File: src/hdl/ttlc_pkg.sv
`timescale 1ns / 1ps
`default_nettype none
package ttlc_pkg;
    localparam int ENTRIES_DEF     = 128;
    localparam int HANDLE_BITS_DEF = 16;
    localparam int KEY_BITS        = 256;
    localparam int TIME_BITS       = 40;
    localparam int EXP_BITS        = 41;
    localparam int STAMP_BITS      = 64;
    localparam int TTL_BITS        = 32;
    localparam int HANDLE_W        = 16;
    localparam logic [TTL_BITS-1:0] TTL_RESET = 32'd3600;
    localparam logic CMD_LOOKUP = 1'b0;
    localparam logic CMD_STORE  = 1'b1;

    // Compare-unit request from the sequencer
    typedef struct packed {
        logic                  check_valid;
        logic                  check_key;
        logic                  check_expired;
        logic                  check_oldest;
    } cmp_ctl_t;
endpackage
`default_nettype wire

File: src/hdl/ttlc_cmp.sv
`timescale 1ns / 1ps
`default_nettype none
// Shared compare unit: one slot against the request and the best candidate.
module ttlc_cmp (
    input  wire ttlc_pkg::cmp_ctl_t                   ctl,
    input  wire                                       slot_vld,
    input  wire [ttlc_pkg::KEY_BITS-1:0]              slot_key,
    input  wire [ttlc_pkg::EXP_BITS-1:0]              slot_exp,
    input  wire [ttlc_pkg::STAMP_BITS-1:0]            slot_stamp,
    input  wire [ttlc_pkg::KEY_BITS-1:0]              req_key,
    input  wire [ttlc_pkg::TIME_BITS-1:0]             now,
    input  wire                                       best_vld,
    input  wire [ttlc_pkg::EXP_BITS-1:0]              best_exp,
    input  wire [ttlc_pkg::STAMP_BITS-1:0]            best_stamp,
    output logic                                      take
);
    logic expired, newer, better;
    always_comb begin
        expired = (slot_exp != '0) && (slot_exp <= {1'b0, now});
        newer   = slot_stamp > best_stamp;
        better  = !best_vld || (slot_exp < best_exp) || ((slot_exp == best_exp) && newer);
        take    = slot_vld;
        if (ctl.check_key)     take = take && (slot_key == req_key);
        if (ctl.check_expired) take = take && expired && (!best_vld || newer);
        if (ctl.check_oldest)  take = take && better;
        if (!ctl.check_valid)  take = !slot_vld;
    end
endmodule
`default_nettype wire

File: config.mk
export PLATFORM = sky130hd
export DESIGN_NAME = ttlc_cmp
export DESIGN_NICKNAME = d
export VERILOG_FILES = /design/src/hdl/ttlc_pkg.sv /design/src/hdl/ttlc_cmp.sv
export SDC_FILE = /design/constraint.sdc
export NUM_CORES = 1
export LEC_CHECK = 0
export BUFFER_PORTS_ARGS = -buffer_cell sky130_fd_sc_hd__buf_4
export CAP_MARGIN = 20
export CORE_AREA = 2 2 302 304
export DETAILED_ROUTE_END_ITERATION = 8
export DIE_AREA = 0 0 304 306
export PLACE_DENSITY = 0.3
export REMOVE_ABC_BUFFERS = 1
export SLEW_MARGIN = 20
export SYNTH_ARGS = -nofsm -noshare
export SYNTH_HDL_FRONTEND = slang
export SYNTH_SLANG_ARGS = --single-unit
File: constraint.sdc
create_clock -name vclk -period 6.55
set_input_delay 1.31 -clock vclk [all_inputs]
set_output_delay 1.31 -clock vclk [all_outputs]
set_load 0.1 [all_outputs]
==> flow_summary.yaml, run 1 <==
run_status:
  status: "complete, no violations"
critical_path:
  cp-startpoint: "req_key[88]"
  startpoint_type: "input port"
  cp-endpoint: "take"
  crit_fanout: 1
  crit_type: "in -> out"
  worstPathCellList: "buf_4, xnor2_1, nand4_1, nor4_1, nand4_1, nor4_1, buf_4, nand4_1, o21a_1, o32ai_1, buf_4"
  slowest_delay_ns: 0.47
  arrival_ns: 4.24
  critical-path-slowest-cell: "nor4_1"
  crit_required_ns: 5.24
  cp-end-kind: "primary output"
placement:
  gp_congestion: 0.897
  numPlacedInstances: 2877
  dp_hpwl_um: 64800
  io_buffer_count: 769
  place_ws_ns: 0.857
die:
  start_util_pct: 7.50
  dieArea_um2: 93000
  die_w_um: 304
  core_area_um2: 89600
  die_height_um: 306
  num_rows: 110
  pin_count: 769
power:
  power.leakage_nw: 7.10
  p_total_w: 0.000834
  vdd_drop_max_mv: 0.0180
  p_per_area_nw_per_um2: 59.4
timing:
  period_share_pct: 84.7
  rsz0062_at_grt: "no"
  hold_viol: 0
  finalSetupTns_ns: 0
  tightest_slew_ns: 0.768
  setup_viol: 0
  period_minus_slack_ns: 5.55
  relSlewSlack_pct: 48.3
  fmax_ghz: 0.180
  fin_ws_ns: 1.00
  drv_slew: 0
grt:
  grt_util_all_layers_pct: 13.7
  grt_overflow: 0
  grt_pass1_vias: 10700
  grt_pass1_wl_um: 87900
  antenna_found_initial: 38
  grt_max_degree: 5
cells_and_area:
  final_common_cell: "buf_4"
  area_growth_pct: 109
  drive_gt1_share_pct: 45.7
  n_clock_buffer: 0
  nets: 2616
  seq_cells: 0
  final_cell_mix: "774 x buf_4, 185 x inv_1, 145 x ha_1"
  utilization_pct: 15.7
  seq_area_um2: 0
  finalNonFillerCells: 2891
clock_tree:
  post_cts_buffers: 0
  cts_hold_buf: 0
  cts-resized-gates: 0
drt:
  wl_um: 66900
  vias: 9803
  viasPerCell: 3.39
  wl_per_cell_um: 23.1
  drtIter0Drc: 368
  dr.pass1.iters: 6
  drc: 0
  final_antenna_net_count: 0
synth:
  netlist_area_um2: 6720
  syn_avg_cell_area_um2: 7.25
  yosysUniqueCellTypes: 45
  yosysSeqAreaShare_pct: 0
  yosysWarnings: 0
  syn_inst: 927
min_path:
  hold_class: "in -> out"
job:
  max-cap-violations: 0
## cells by family after synthesis
group | synth area share, %
buf+inv | 10.3
compound gates | 15.2
fa+ha+maj | 27.0
xor+xnor | 28.9
simple gates | 18.5
## through the flow
stage          area [µm²]  hold WS [ns]
2_1_floorplan        6720          3.17
3_3_place_gp        14000          3.05
3_5_place_dp        14000          3.06
4_1_cts             14000          3.06
5_1_grt             14000          3.07
6_report            14000          3.05
## Yosys cell counts (all sizes together) (3+ instances only)
library cell / instances / share of area [%]
a21oi: 53 / 3.9
nand2: 32 / 1.8
o2bb2ai: 11 / 1.4
o21ai: 18 / 1.3
o22ai: 10 / 0.93
nor3: 14 / 1.1
a221oi: 10 / 1.3
o31ai: 3 / 0.34
ha: 145 / 27
xnor2: 96 / 13
nand3: 18 / 1.3
o211ai: 4 / 0.45
o221ai: 3 / 0.39
xor2: 126 / 16
a21o: 12 / 1.3
inv: 185 / 10
nand2b: 4 / 0.37
nor4: 55 / 5.3
nor2: 19 / 1.1
nor2b: 4 / 0.37
nand4: 67 / 6.2
a211oi: 6 / 0.67
and4: 3 / 0.39
o21a: 6 / 0.67
## power breakdown
part / switching, W / internal [W] / leakage (nW)
clock network: 0 / 0.000000000292 / 0.0000887
logic: 0.000363 / 0.000471 / 7.10
registers: 0 / 0 / 0
## cell type report
class | count | area, µm²
fillers | 10400 | 75600
multi-input cells | 742 | 6020
inverters | 185 | 694
repair buffers | 774 | 5810
well taps | 1176 | 1470
diodes | 14 | 35.0
## metal layers
layer  routed length [µm]  global-route usage (%)  vias up
met3                 5410                    4.41       72
met5                  147                       0        -
li1                     -                       -     4848
met2                33100                    23.9      459
met1                27100                    16.2     4400
met4                 1130                    3.25       24
## worst min-delay path by stage
stage	cells past startpoint	slack, ns	start	endpoint
after floorplan	1	3.17	slot_vld	take
after global placement	3	3.05	slot_vld	take
after detailed placement	3	3.06	slot_vld	take
after CTS	3	3.06	slot_vld	take
after global routing	3	3.07	slot_vld	take
final	3	3.05	slot_vld	take
## worst max-delay path: cells and delay by family
family / cells / cell delay, ns
compound gates: 2 / 0.60
xor+xnor: 1 / 0.27
buf+inv: 3 / 0.66
simple gates: 5 / 1.37
(Power assumes the default switching activity.)
==> inputs of run 2 (changes only) <==
Settings changed: CORE_AREA 2 2 302 304 to 2 2 298 300, DIE_AREA 0 0 304 306 to 0 0 300 302.
Clock period 6.55 ns to 4.4 ns, I/O delays scaled along.
==> flow_summary.yaml, run 2 (same netlist as run 1, synthesis figures left out) <==
critical_path:
  crit_top_cell: "buf_4"
  cp-end-kind: "primary output"
  arrival_ns: 3.50
  crit_required_ns: 3.52
  worstPathCellList: "buf_4, nand2b_4, buf_12, o2111ai_4, a2111oi_2, buf_4, nand4_1, nor4_4, buf_4, nand4_1, o21a_1, o32ai_2, buf_4, buf_12"
  crit_fanout: 2
  startpoint_type: "input port"
  slowest_delay_ns: 0.49
  critical-path-slowest-cell: "nor4_4"
  crit_type: "in -> out"
drt:
  viasPerCell: 3.47
  wl_per_cell_um: 23.8
  vias: 10100
  dr.pass1.iters: 4
  wl_um: 69400
  drtIter0Drc: 372
  drc: 0
  final_antenna_net_count: 0
timing:
  period_minus_slack_ns: 4.38
  period_share_pct: 99.5
  whs_ns: 2.22
  fmax_ghz: 0.228
  hold_viol: 0
  setup_viol: 0
  relSlewSlack_pct: 40.2
  drv_slew: 0
  rsz0062_at_grt: "yes"
  finalSetupTns_ns: 0
  tightest_slew_ns: 0.897
grt:
  grt_overflow: 0
  grt_pass1_vias: 11000
  grt_pass1_wl_um: 90200
  antenna_found_initial: 46
  grt_util_all_layers_pct: 14.5
  grt_max_degree: 5
min_path:
  hold_class: "in -> out"
  hold-path-cell-count: 4
clock_tree:
  cts_hold_buf: 0
die:
  dieArea_um2: 90600
  num_rows: 109
  start_util_pct: 7.67
  die_height_um: 302
  core_area_um2: 87600
  pin_count: 769
  die_w_um: 300
cells_and_area:
  utilization_pct: 16.8
  drive_gt1_share_pct: 49.5
  n_clock_buffer: 0
  area_growth_pct: 119
  final_cell_mix: "801 x buf_4, 182 x inv_1, 142 x ha_1"
  final_common_cell: "buf_4"
  seq_cells: 0
  finalNonFillerCells: 2912
  nets: 2652
  seq_area_um2: 0
placement:
  numPlacedInstances: 2898
  io_buffer_count: 769
  dp_hpwl_um: 67100
  gp_congestion: 0.929
run_status:
  status: "complete, no violations"
job:
  max-cap-violations: 0
## run 2: cell types whose count changed in the layout (fill, tap and decap cells not counted), sizes merged
cell / change
buf: +36
diode: -4
clkinvlp: +1
inv: -1
## run 2: final timing paths
path / from / end / slack, ns
worst max-delay path: req_key[34] / take / 0.02
worst min-delay path: slot_vld / take / 2.22
## run 2: area by class of cell
type / instances / area, µm²
diodes: 10 / 25.0
fillers: 10100 / 72800
inverters: 185 / 698
multi-input cells: 742 / 6400
well taps: 1165 / 1460
repair buffers: 810 / 6150
## run 2: metal layers
layer	vias up	share of wire (%)	global-route usage (%)	wire length, µm
met1	4648	40	17.0	28100
li1	4915	-	-	-
met4	34	1.6	3.33	1090
met2	434	49	25.4	34000
met5	-	0.31	0	213
met3	79	8.7	5.11	6040
## run 2: critical path, delay by kind of cell
kind                   cells  cell delay (ns)
AOI/OAI and AO/OA          4             0.76
and+or+nand+nor            4             0.95
buffers and inverters      6             0.89
## run 2: per-stage QoR
stage                     worst slack, ns  cell area, µm²
final                              0.0214           14700
after global routing               -0.138           14700
after CTS                         -0.0250           14700
after detailed placement           -0.972           14300
after global placement             -0.916           14300
after floorplan                     -1.03            6720
## run 2: timing repair
action                     in CTS  in global routing
gates cloned                    0                  0
gates resized for setup        66                  8
pin swaps                      22                  5
setup buffers                   6                  0
setup endpoints to repair       1                  1
